File: config.mk
export PLATFORM = sky130hd
export DESIGN_NAME = r5900_instruction_decoder
export DESIGN_NICKNAME = d
export VERILOG_FILES = /design/src/rtl/core/r5k_dec_pkg.sv /design/src/rtl/core/r5k_dec_logic.sv /design/src/rtl/core/r5900_instruction_decoder.sv
export VERILOG_INCLUDE_DIRS = /design/src /design/src/rtl/core
export SDC_FILE = /design/constraint.sdc
export NUM_CORES = 1
export LEC_CHECK = 0
export BUFFER_PORTS_ARGS = -buffer_cell sky130_fd_sc_hd__buf_4
export CORE_ASPECT_RATIO = 0.7
export CORE_UTILIZATION = 48
export CTS_BUF_LIST = sky130_fd_sc_hd__clkbuf_16
export DETAILED_ROUTE_END_ITERATION = 8
export PLACE_DENSITY = 0.8
export SYNTH_ARGS = -nofsm -noshare
export SYNTH_HDL_FRONTEND = slang
export SYNTH_SLANG_ARGS = --single-unit
File: constraint.sdc
create_clock -name i_clk -period 2.05 [get_ports i_clk]
set_clock_uncertainty 0.15 [all_clocks]
set_input_delay 0 -clock i_clk [delete_from_list [all_inputs] [get_ports i_clk]]
set_output_delay 0 -clock i_clk [all_outputs]
set_load 0.05 [all_outputs]
File: src/rtl/core/r5900_instruction_decoder_defines.svh
// Assertion macros used by the decoder top level
`ifndef R5900_INSTRUCTION_DECODER_DEFINES_SVH
`define R5900_INSTRUCTION_DECODER_DEFINES_SVH
// Clocked assertion on i_clk, idle while i_rst_n is low
`define R5K_ASSERT(lbl, prop, msg) \
    lbl: assert property (@(posedge i_clk) disable iff (!i_rst_n) (prop)) else $error(msg);
// Consequent must hold in the cycle after the antecedent
`define R5K_ASSERT_NEXT(lbl, ante, cons, msg) \
    lbl: assert property (@(posedge i_clk) disable iff (!i_rst_n) (ante) |=> (cons)) \
        else $error(msg);
`endif

File: src/rtl/core/r5k_dec_pkg.sv
// Package: decode group codes, opcode constants and acceptance masks
package r5k_dec_pkg;
    typedef enum logic [3:0] {
        G_MAIN = 4'd0, G_SPECIAL = 4'd1, G_REGIMM = 4'd2, G_COP0MV = 4'd3,
        G_BC0 = 4'd4, G_TLB = 4'd5, G_COP1MV = 4'd6, G_BC1 = 4'd7,
        G_FPUS = 4'd8, G_FPUW = 4'd9, G_COP2MV = 4'd10, G_BC2 = 4'd11,
        G_VU1 = 4'd12, G_VU2 = 4'd13, G_MMI = 4'd14, G_COP3 = 4'd15
    } t_group;

    localparam logic [5:0] OP_SPECIAL = 6'h00;
    localparam logic [5:0] OP_REGIMM  = 6'h01;
    localparam logic [5:0] OP_COP0    = 6'h10;
    localparam logic [5:0] OP_COP1    = 6'h11;
    localparam logic [5:0] OP_COP2    = 6'h12;
    localparam logic [5:0] OP_COP3    = 6'h13;
    localparam logic [5:0] OP_MMI     = 6'h1C;

    localparam logic [4:0] FMT_BC  = 5'h08;
    localparam logic [4:0] FMT_CO  = 5'h10;
    localparam logic [4:0] FMT_W   = 5'h14;
    localparam logic [5:0] FN_CVTS = 6'h20;

    localparam logic [63:0] MAIN_OK = 64'hC2CA_FFFF_DFFF_FFFF;
    localparam logic [63:0] SPECIAL_OK = ~(64'h1 << 6'h01 | 64'h1 << 6'h05 | 64'h1 << 6'h0E |
        64'h1 << 6'h15 | 64'h1 << 6'h1C | 64'h1 << 6'h1D | 64'h1 << 6'h1E | 64'h1 << 6'h1F |
        64'h1 << 6'h35 | 64'h1 << 6'h37 | 64'h1 << 6'h39 | 64'h1 << 6'h3D);
    localparam logic [31:0] REGIMM_OK = 32'h030F_5F0F;
    localparam logic [63:0] TLB_OK = 64'h0300_0000_0100_0146;
    localparam logic [63:0] FPUS_OK = 64'h0055_0310_F740_00FF;
    localparam logic [63:0] VU1_OK = 64'h0337_FFFF_FFFF_FFFF;
    localparam logic [127:0] VU2_OK = {64'hF, ~(64'h1 << 6'h2B | 64'h1 << 6'h32 | 64'h1 << 6'h33)};
    localparam logic [63:0] MMI_OK = 64'h0F0F_0000;

    typedef struct packed {
        logic [3:0] group;
        logic [7:0] sel;
        logic       rsvd;
    } t_dec;
endpackage

File: src/rtl/core/r5k_dec_logic.sv
// Combinational classification of one instruction word
module r5k_dec_logic (
    input  logic [31:0]        i_word,
    output r5k_dec_pkg::t_dec  o_dec
);
    import r5k_dec_pkg::*;

    logic [5:0] opc, fn;
    logic [4:0] rs, rt;
    logic [6:0] code;

    assign opc  = i_word[31:26];
    assign rs   = i_word[25:21];
    assign rt   = i_word[20:16];
    assign fn   = i_word[5:0];
    assign code = {i_word[10:6], i_word[1:0]};

    always_comb begin
        o_dec.group = G_MAIN;
        o_dec.sel   = {2'b00, opc};
        o_dec.rsvd  = !MAIN_OK[opc];
        case (opc)
            OP_SPECIAL: begin
                o_dec = '{G_SPECIAL, {2'b00, fn}, !SPECIAL_OK[fn]};
            end
            OP_REGIMM: begin
                o_dec = '{G_REGIMM, {3'b000, rt}, !REGIMM_OK[rt]};
            end
            OP_COP0: begin
                if (rs == FMT_BC) begin
                    o_dec = '{G_BC0, {3'b000, rt}, rt[4:2] != 3'd0};
                end else if (rs == FMT_CO) begin
                    o_dec = '{G_TLB, {2'b00, fn}, !TLB_OK[fn]};
                end else begin
                    o_dec = '{G_COP0MV, {3'b000, rs}, !(rs == 5'd0 || rs == 5'd4)};
                end
            end
            OP_COP1: begin
                if (rs == FMT_BC) begin
                    o_dec = '{G_BC1, {3'b000, rt}, rt[4:2] != 3'd0};
                end else if (rs == FMT_CO) begin
                    o_dec = '{G_FPUS, {2'b00, fn}, !FPUS_OK[fn]};
                end else if (rs == FMT_W) begin
                    o_dec = '{G_FPUW, {2'b00, fn}, fn != FN_CVTS};
                end else begin
                    o_dec = '{G_COP1MV, {3'b000, rs}, !(rs inside {5'd0, 5'd2, 5'd4, 5'd6})};
                end
            end
            OP_COP2: begin
                if (rs[4]) begin
                    if (fn[5:2] == 4'hF) begin
                        o_dec = '{G_VU2, {1'b0, code}, !VU2_OK[code]};
                    end else begin
                        o_dec = '{G_VU1, {2'b00, fn}, !VU1_OK[fn]};
                    end
                end else if (rs == FMT_BC) begin
                    o_dec = '{G_BC2, {3'b000, rt}, rt[4:2] != 3'd0};
                end else begin
                    o_dec = '{G_COP2MV, {3'b000, rs}, !(rs inside {5'd1, 5'd2, 5'd5, 5'd6})};
                end
            end
            OP_COP3: begin
                o_dec = '{G_COP3, {2'b00, OP_COP3}, 1'b0};
            end
            OP_MMI: begin
                o_dec = '{G_MMI, {2'b00, fn}, !MMI_OK[fn]};
            end
            default: begin
                o_dec.rsvd = !MAIN_OK[opc];
            end
        endcase
    end
endmodule

File: src/rtl/core/r5900_instruction_decoder.sv
// Top level: registered R5900 instruction decoder with stream handshake
//  channel | dir | tdata / tuser
//  s_axis  | in  | tdata[31:0] instruction_word
//  m_axis  | out | tdata[79:0] see port comment
// One request per cycle while the result register is free; the result is valid in the cycle after acceptance.
// The result register frees whenever it is empty or being taken.
// Reset (synchronous, active low) empties the result register.
module r5900_instruction_decoder (
    input  logic        i_clk,
    input  logic        i_rst_n,
    input  logic        s_axis_tvalid,
    output logic        s_axis_tready,
    input  logic [31:0] s_axis_tdata,   // [31:0] instruction_word
    output logic        m_axis_tvalid,
    input  logic        m_axis_tready,
    // [3:0] op_group, [11:4] op_select, [12] reserved_flag, [17:13] reg_s,
    // [22:18] reg_t, [27:23] reg_d, [32:28] shift_amount, [48:33] immediate16,
    // [74:49] jump_target26, [79:75] zero
    output logic [79:0] m_axis_tdata
);
    import r5k_dec_pkg::*;
    `include "r5900_instruction_decoder_defines.svh"

    t_dec        w_dec;
    logic        r_valid;
    logic [79:0] r_data;

    r5k_dec_logic u_dec (.i_word(s_axis_tdata), .o_dec(w_dec));

    assign s_axis_tready = !r_valid || m_axis_tready;

    always_ff @(posedge i_clk) begin
        if (!i_rst_n) begin
            r_valid <= 1'b0;
        end else if (s_axis_tready) begin
            r_valid <= s_axis_tvalid;
        end
    end

    always_ff @(posedge i_clk) begin
        if (s_axis_tvalid && s_axis_tready) begin
            r_data <= {5'd0, s_axis_tdata[25:0], s_axis_tdata[15:0], s_axis_tdata[10:6],
                       s_axis_tdata[15:11], s_axis_tdata[20:16], s_axis_tdata[25:21],
                       w_dec.rsvd, w_dec.sel, w_dec.group};
        end
    end

    assign m_axis_tvalid = r_valid;
    assign m_axis_tdata  = r_data;

    `R5K_ASSERT_NEXT(a_hold, r_valid && !m_axis_tready, r_valid && $stable(r_data), "held result changed")
    `R5K_ASSERT(a_cop3, r_valid && r_data[3:0] == G_COP3 |-> !r_data[12], "cop3 flagged")
    `R5K_ASSERT_NEXT(a_fill, s_axis_tvalid && s_axis_tready, r_valid, "request lost")
endmodule
==> key figures, run 1 <==
Clocking
  • CTS max path bufs: 2
  • Htree depth: 2
  • Clk root buf: clkbuf_16
  • Worst-skew pair later-pin latency: 280 ps
  • Clk sink count: 39
  • CTS clock-pin slew for the worst setup and hold paths: 60 ps
  • CTS Buf Count: 5
  • CTS tree: done

Drt
  • DRC violations left: 0
  • DR WL/cell: 18.3 µm
  • Vias: 2703
  • Pre-antenna DRT Iters: 7
  • DR vias/cell: 5.79
  • Final wirelength: 8560 µm
  • Antenna viol nets, final: 0
  • DRT iter0 DRCs: 357

STA
  • Max-slew violation count: 0
  • Unrepaired setup endpoints after global routing: false
  • Final min period: 2000 ps
  • Final Hold Fails: 0
  • Tightest Pin Transition: 531 ps
  • Final Setup Violations: 0
  • Worst slew margin: 63.7%
  • Max Clk Rate: 500 MHz
  • Period utilization: 97.5%

Worst setup path
  • Critical Path Max Stage Delay: 540 ps
  • Crit path required time: 1920 ps
  • Critical path arrival: 1870 ps
  • FF-to-FF path depth: 2
  • Crit path cell chain: dlygate4sd3_1 -> buf_4 -> nor3_4 -> buf_12 -> nand2_1 -> nand2_1 -> nor2_1 -> or4b_1
  • Most frequent CP cell: nand2_1
  • Crit Path Class: input port to flip-flop
  • Crit end category: flip-flop
  • Critical Path Fanout Max: 10
  • Crit start category: input port
  • Slowest cell on the critical path: dlygate4sd3_1

Floorplan
  • IO Pins: 118
  • Die Footprint: 6110 µm²
  • Core area: 5420 µm²
  • Initial core utilization: 51.3%
  • Die Ht: 65.7 µm
  • Row Count: 22
  • Die W: 93.0 µm

Hold path
  • WHS Path Cells: 3
  • HP Class: input port to flip-flop

Outcome
  • Status: completed

Synthesis
  • Synth Area in Compound Gates: 19.0%
  • Ys flop type: edfxtp_1
  • Largest area contributor in the netlist: edfxtp_1
  • Sequential fraction of the synthesis area: 41.7%
  • Top cells by count, synth: buf_4, edfxtp_1, nand2_1
  • Post-Synth Adder-Cell Area: 2.25%
  • Post-synthesis instance area: 2780 µm²
  • Post-synthesis cell type count: 64
  • Warnings, synthesis: 0
  • Mean Syn Cell Area: 9.87 µm²
  • Syn Inst Count: 282
  • Synth top area cells: edfxtp_1, buf_4, nand2_1
  • Largest family of logic cells by synthesized area: simple AND/OR/NAND/NOR gates
  • Count leader, synth: buf_4
  • EDFF count, synth: 38
  • #FFs+latches synth: 39
  • Post-synthesis mux area share: 1.08%
  • Fraction of registers with async set/reset: 0%
  • Post-synthesis simple-gate area fraction: 20.5%
  • Area share of the largest cell type after synthesis: 41.0%
  • Synth Area in XOR/XNOR: 0%

Final layout
  • Share of post-route cells with drive strength above 1: 37.7%
  • Nets: 435
  • Fin cells: 467
  • Synthesis-to-finish area growth: 41.9%
  • Ant. Diodes: 0

GRT
  • Largest net degree at the start of global routing: 39
  • Antenna violations before repair: 0
  • Global route overflow: 0
  • GRT Util Overall: 29.5%
  • First-pass GRT wire length: 13300 µm
  • Vias in the first global route: 2400

Power and ir drop
  • Total Power: 2.66 mW
  • PD cells: 675 nW/µm²
  • Peak VDD IR: 0.340 mV
  • Cell leakage power: 1.67 nW

Flow run
  • Maxcap violations: 0

Placement
  • Cells after DPL: 431
  • I/O Buffers: 111
  • Final GP Congestion: 0.950
  • HPWL Detailed: 6250 µm
## state kept, by name, indices dropped and copies added (netlist names)
| register | flops |
|---|---|
| m_axis_tdata | 38 |
| m_axis_tvalid | 1 |
## report_power, final
part	total [mW]	internal (mW)	switching, mW
registers	0.961	0.935	0.0258
clock network	0.888	0.574	0.314
logic	0.815	0.262	0.552
## kinds of logic after synthesis
kind of cell	Yosys count
buffers and inverters	68
other	1
and+or+nand+nor	92
AOI/OAI and AO/OA	74
muxes	3
DFF	39
adders and majority gates	5
## path summary, 6_finish.rpt
kind	end	from	slack (ps)
min	m_axis_tdata[5]$_DFFE_PP_	s_axis_tdata[1]	30
min reg2reg	m_axis_tdata[53]$_DFFE_PP_	m_axis_tvalid$_SDFFE_PN0N_	850
max	m_axis_tdata[1]$_DFFE_PP_	s_axis_tdata[22]	50
max reg2reg	m_axis_tdata[67]$_DFFE_PP_	m_axis_tvalid$_SDFFE_PN0N_	610
## what timing repair did
action / in CTS / in global routing
resized for setup: 0 / 4
hold buffers: 28 / 0
buffers inserted: 0 / 0
setup endpoints to repair: 0 / 2
endpoints found under the hold margin: 32 / 0
## metal layers
layer	vias up	wire length, µm	GRT usage [%]
met1	1250	3580	41.9
met2	191	3920	46.3
met4	0	183	9.04
li1	1240	-	-
met3	22	882	4.98
met5	-	0	0
## placed cells by master, fill, tap and decap left out, types with 4 or more instances in the layout
cell type      count
buf_4            126
edfxtp_1          38
dlygate4sd3_1     28
nand2_1           21
nor2_1            13
inv_1             13
a21oi_1           13
o21ai_0           10
nor2b_1            9
o211ai_1           8
nand3_1            7
nor3_1             6
conb_1             6
ha_1               5
clkbuf_16          5
nand3b_1           4
## per-stage QoR
step                setup TNS (ps)  cell area [µm²]  util (%)  hold WS, ps  setup WS, ps
detailed placement               0             3480      64.2         30.9          94.5
floorplan                        0             2800         -        -51.1           118
CTS                              0             3930      72.5         14.5          13.0
global route                     0             3950      72.8         26.9          1.77
finish                           0             3950      72.8         30.7          51.9
global placement             -86.3             3480      64.2         27.8         -86.3
## worst max-delay path, delay by kind of cell
family	cells	cell delay, ps
buffers and inverters	3	870
AND/OR/NAND/NOR	5	980
## cell type report
cell class	instances	area [µm²]
well taps	72	90.1
clock inverters	3	43.8
multi-input cells	180	1230
repair buffers	155	1250
flip-flops and latches	39	1160
fillers	399	1470
inverters	13	48.8
clock buffers	5	125
(Power assumes the default switching activity.)
==> run 2: changes to the inputs <==
--- a/config.mk
+++ b/config.mk
@@ -11,7 +11,7 @@
 export CORE_UTILIZATION = 48
 export CTS_BUF_LIST = sky130_fd_sc_hd__clkbuf_16
 export DETAILED_ROUTE_END_ITERATION = 8
-export PLACE_DENSITY = 0.8
+export PLACE_DENSITY = 0.81
 export SYNTH_ARGS = -nofsm -noshare
 export SYNTH_HDL_FRONTEND = slang
 export SYNTH_SLANG_ARGS = --single-unit
==> run 2 against run 1 <==
Sequential power about the same. Via count increased by 2.3%. Die area unchanged. Cell count increased by 0.64%. Clock power about the same. Core utilization increased by 1.3 points. Combinational power increased by 2%. Final area increased by 1.7%. First-iteration DRC count decreased by 21%. Power increased by 0.52%.
==> key figures, run 2 (synthesis gave the netlist of run 1 again) <==
Final layout
  • Max reg flops: 38
  • Layout filler cell count: 383
  • Most common cell after layout, fill and taps aside: buf_4
  • Area of the multi-input gates: 1280 µm²
  • Design Area, Final: 4020 µm²
  • Synthesis-to-finish area growth: 44.4%
  • Share of post-route cells with drive strength above 1: 39.4%
  • Nets: 438
  • Ant. Diodes: 0
  • Register Area: 1160 µm²
  • Most frequent cells in the layout: buf_4, edfxtp_1, dlygate4sd3_1

GRT
  • Largest net degree at the start of global routing: 39
  • Global route overflow: 0
  • Vias in the first global route: 2457
  • Antenna violations before repair: 0
  • First-pass GRT wire length: 13500 µm
  • GRT Util Overall: 29.7%

STA
  • Tightest Pin Transition: 717 ps
  • Final Setup Violations: 0
  • Final min period: 2000 ps
  • Final Hold Fails: 0
  • Worst slew margin: 51.0%
  • Max-slew violation count: 0
  • Max Clk Rate: 499 MHz
  • Period utilization: 97.7%

Placement
  • Final GP Congestion: 0.977
  • Placed instance area: 3490 µm²
  • I/O Buffers: 111
  • HPWL Detailed: 6320 µm

Drt
  • DRT iter0 DRCs: 281
  • Vias: 2766
  • Final wirelength: 9040 µm
  • DR vias/cell: 5.89
  • Antenna viol nets, final: 0
  • DRC violations left: 0
  • Pre-antenna DRT Iters: 5
  • DR WL/cell: 19.2 µm

Clocking
  • Htree depth: 2
  • CTS Buf Count: 5
  • Clk sink count: 39
  • Worst-skew pair later-pin latency: 280 ps
  • Clk root buf: clkbuf_16
  • CTS tree: done
  • CTS max path bufs: 2
  • CTS clock-pin slew for the worst setup and hold paths: 60 ps

Floorplan
  • Row Count: 22
  • Die Ht: 65.7 µm
  • Die Footprint: 6110 µm²
  • Initial core utilization: 51.3%
  • Core area: 5420 µm²
  • Die W: 93.0 µm
  • IO Pins: 118

Worst setup path
  • RR Endpoint: m_axis_tdata[4]$_DFFE_PP_
  • Crit end category: flip-flop
  • Critical path arrival: 1880 ps
  • Worst r2r src: m_axis_tvalid$_SDFFE_PN0N_
  • Crit Path Class: input port to flip-flop
  • Crit start category: input port
  • Slack of the worst reg-to-reg path: 630 ps
  • FF-to-FF path depth: 2
  • Crit path launch: s_axis_tdata[8]
  • Critical Path Fanout Max: 5
  • Crit path required time: 1930 ps

Outcome
  • Status: completed

Hold path
  • WHS Path Cells: 3
  • Hold path startpoint: s_axis_tdata[24]
  • Hold Crit Endpoint: m_axis_tdata[7]$_DFFE_PP_
  • HP Class: input port to flip-flop

Flow run
  • Maxcap violations: 0

Power and ir drop
  • PD cells: 666 nW/µm²
  • Cell leakage power: 1.69 nW
  • Peak VDD IR: 0.483 mV
  • Total Power: 2.68 mW
run 2: report_power, final:
part	total [mW]	internal (mW)	leakage (nW)	switching [mW]
Clock	0.885	0.573	0.0838	0.311
Sequential	0.962	0.936	0.378	0.0263
Combinational	0.831	0.267	1.23	0.564
Total	2.68	1.78	1.69	0.901
run 2: what timing repair did:
item                                    4_1_cts  5_1_grt
endpoints found under the hold margin        32        0
buffers inserted                              0        1
hold buffers                                 28        0
resized for setup                             0       14
endpoints found under the setup margin        0        5
run 2: worst max-delay path by stage:
stage,end,slack [ps],cells past startpoint
floorplan,m_axis_tdata[0]$_DFFE_PP_,120,2
CTS,m_axis_tdata[12]$_DFFE_PP_,4,7
global route,m_axis_tdata[1]$_DFFE_PP_,-7,8
global placement,m_axis_tdata[0]$_DFFE_PP_,120,5
detailed placement,m_axis_tdata[12]$_DFFE_PP_,130,8
finish,m_axis_tdata[12]$_DFFE_PP_,50,7
run 2: metrics by stage:
stage	utilization [%]	setup TNS [ps]	hold WS [ps]	setup WS, ps	std cells
after floorplan	-	0	-51.1	118	287
after global placement	64.3	0	28.3	124	433
after detailed placement	64.3	0	30.0	129	433
after CTS	72.6	0	12.8	3.59	469
after global routing	74.1	-7.15	72.3	-7.15	470
final	74.1	0	23.9	46.4	470
run 2: cell type report:
type                    count  area share (%)
repair buffers            158            31.5
well taps                  72            2.24
multi-input cells         180            32.0
flip-flops and latches     39            28.9
clock buffers               5            3.11
inverters                  13            1.21
clock inverters             3            1.09
run 2: per-layer routing:
metal	wire (µm)	up-vias	global-route usage, %
met5	0	-	0
met4	228	0	9.04
met3	770	22	5.67
met2	4250	181	47.2
met1	3790	1320	41.3
li1	-	1243	-
run 2: worst max-delay path, stage by stage:
cell           delay [ps]
dlygate4sd3_1         540
buf_4                 160
or4_4                 530
a21oi_4               190
a2111oi_4             110
nor4_2                260
o22ai_1                90
==> run 3: changes to the inputs <==
--- a/config.mk
+++ b/config.mk
@@ -8,10 +8,11 @@
 export LEC_CHECK = 0
 export BUFFER_PORTS_ARGS = -buffer_cell sky130_fd_sc_hd__buf_4
 export CORE_ASPECT_RATIO = 0.7
-export CORE_UTILIZATION = 48
+export CORE_UTILIZATION = 44
 export CTS_BUF_LIST = sky130_fd_sc_hd__clkbuf_16
 export DETAILED_ROUTE_END_ITERATION = 8
-export PLACE_DENSITY = 0.81
+export PLACE_DENSITY = 0.82
+export SKIP_CTS_REPAIR_TIMING = 1
 export SYNTH_ARGS = -nofsm -noshare
 export SYNTH_HDL_FRONTEND = slang
 export SYNTH_SLANG_ARGS = --single-unit
==> run 3 against run 2 <==
The run now ends with negative hold slack left. Largest power group unchanged. Worst hold slack lost 38 ps. Register-to-register slack worse by 40 ps. Final area fell by 3.2%.
==> key figures, run 3 (synthesis gave the netlist of run 1 again) <==
Placement
  • Final GP Congestion: 0.960
  • HPWL Detailed: 6230 µm
  • Cells after DPL: 433
  • Setup slack at placement: 112 ps
  • I/O Buffers: 111

Drt
  • Vias: 2650
  • DRC violations left: 0
  • Antenna viol nets, final: 0
  • DR WL/cell: 18.2 µm
  • Final wirelength: 8520 µm
  • DRT iter0 DRCs: 266
  • DR vias/cell: 5.65
  • Pre-antenna DRT Iters: 5

GRT
  • Largest net degree at the start of global routing: 39
  • GRT Util Overall: 23.7%
  • Antenna violations before repair: 0
  • Vias in the first global route: 2221
  • Global route overflow: 0
  • First-pass GRT wire length: 12200 µm

Worst setup path
  • Critical path arrival: 1800 ps
  • Crit Path Class: input port to flip-flop
  • Crit path required time: 1930 ps
  • Crit end category: flip-flop
  • Critical Path Fanout Max: 16
  • Crit start category: input port

STA
  • Max-slew violation count: 0
  • Final Setup Violations: 0
  • Final Hold Fails: 2
  • Hold slack final: -14.2 ps
  • Final min period: 1930 ps
  • Worst slew margin: 46.5%
  • Final worst setup slack: 123 ps
  • Max Clk Rate: 519 MHz
  • Period utilization: 94.0%
  • Unrepaired setup endpoints after global routing: false
  • Tightest Pin Transition: 782 ps
  • Setup_tns: 0 ps

Final layout
  • Most frequent cells in the layout: buf_4, edfxtp_1, dlygate4sd3_1
  • Nets: 434
  • Ant. Diodes: 0
  • Max reg flops: 38
  • Share of post-route cells with drive strength above 1: 36.8%
  • Fin cells: 469
  • Fin util: 65.9%
  • Synthesis-to-finish area growth: 39.7%
  • Most common cell after layout, fill and taps aside: buf_4

Clocking
  • CTS Buf Count: 5
  • CTS tree: done
  • Clk root buf: clkbuf_16
  • CTS clock-pin slew for the worst setup and hold paths: 60 ps
  • CTS max path bufs: 2
  • Worst-skew pair later-pin latency: 280 ps
  • Clk sink count: 39
  • Htree depth: 2

Outcome
  • Status: finished with violations
  • Failing checks: negative hold slack

Power and ir drop
  • Peak VDD IR: 0.285 mV
  • Cell leakage power: 1.65 nW
  • Total Power: 2.52 mW
  • PD cells: 649 nW/µm²

Hold path
  • HP Class: input port to flip-flop

Flow run
  • Maxcap violations: 0

Floorplan
  • Initial core utilization: 47.2%
  • Core area: 5900 µm²
  • Row Count: 23
  • Die W: 97.1 µm
  • IO Pins: 118
  • Die Ht: 68.5 µm
  • Die Footprint: 6650 µm²
==> run 3: power breakdown <==
part / internal [mW] / switching (mW) / leakage, nW / total [mW]
combinational: 0.258 / 0.550 / 1.20 / 0.808
sequential: 0.935 / 0.0240 / 0.378 / 0.959
clock: 0.444 / 0.311 / 0.0710 / 0.755
==> run 3: area by class of cell <==
type | count | area (µm²)
Inverter | 13 | 48.8
Timing Repair Buffer | 154 | 1230
Tap cell | 75 | 93.8
Clock inverter | 3 | 16.3
Multi-Input combinational cell | 180 | 1220
Fill cell | 485 | 2010
Sequential cell | 39 | 1160
Clock buffer | 5 | 125
==> run 3: worst paths after layout <==
path | start | endpoint | slack, ps | cells after the start
worst min register to register | m_axis_tvalid$_SDFFE_PN0N_ | m_axis_tdata[64]$_DFFE_PP_ | 830 | 2
worst max-delay path | s_axis_tdata[3] | m_axis_tdata[12]$_DFFE_PP_ | 120 | 6
worst min-delay path | s_axis_tdata[1] | m_axis_tdata[5]$_DFFE_PP_ | -10 | 3
worst max register to register | m_axis_tvalid$_SDFFE_PN0N_ | m_axis_tvalid$_SDFFE_PN0N_ | 590 | 3
==> run 3: metrics by stage <==
| stage | hold WS [ps] | cell area (µm²) |
|---|---|---|
| global route | 6.57 | 3890 |
| floorplan | -51.1 | 2800 |
| CTS | -262 | 3610 |
| finish | -14.2 | 3890 |
| global placement | 28.1 | 3470 |
| detailed placement | 29.7 | 3470 |
==> run 3: layer usage <==
metal | share of wire, % | up-vias | global-route usage, %
met3 | 11 | 28 | 6.25
met2 | 45 | 167 | 37.8
li1 | - | 1231 | -
met4 | 2.3 | 0 | 8.02
met1 | 42 | 1224 | 31.8
met5 | 0 | - | 0
==> run 3: critical path, stage by stage <==
cell	delay, ps
dlygate4sd3_1	540
buf_4	190
or4_1	520
o211a_1	210
a211oi_1	220
o22ai_1	120
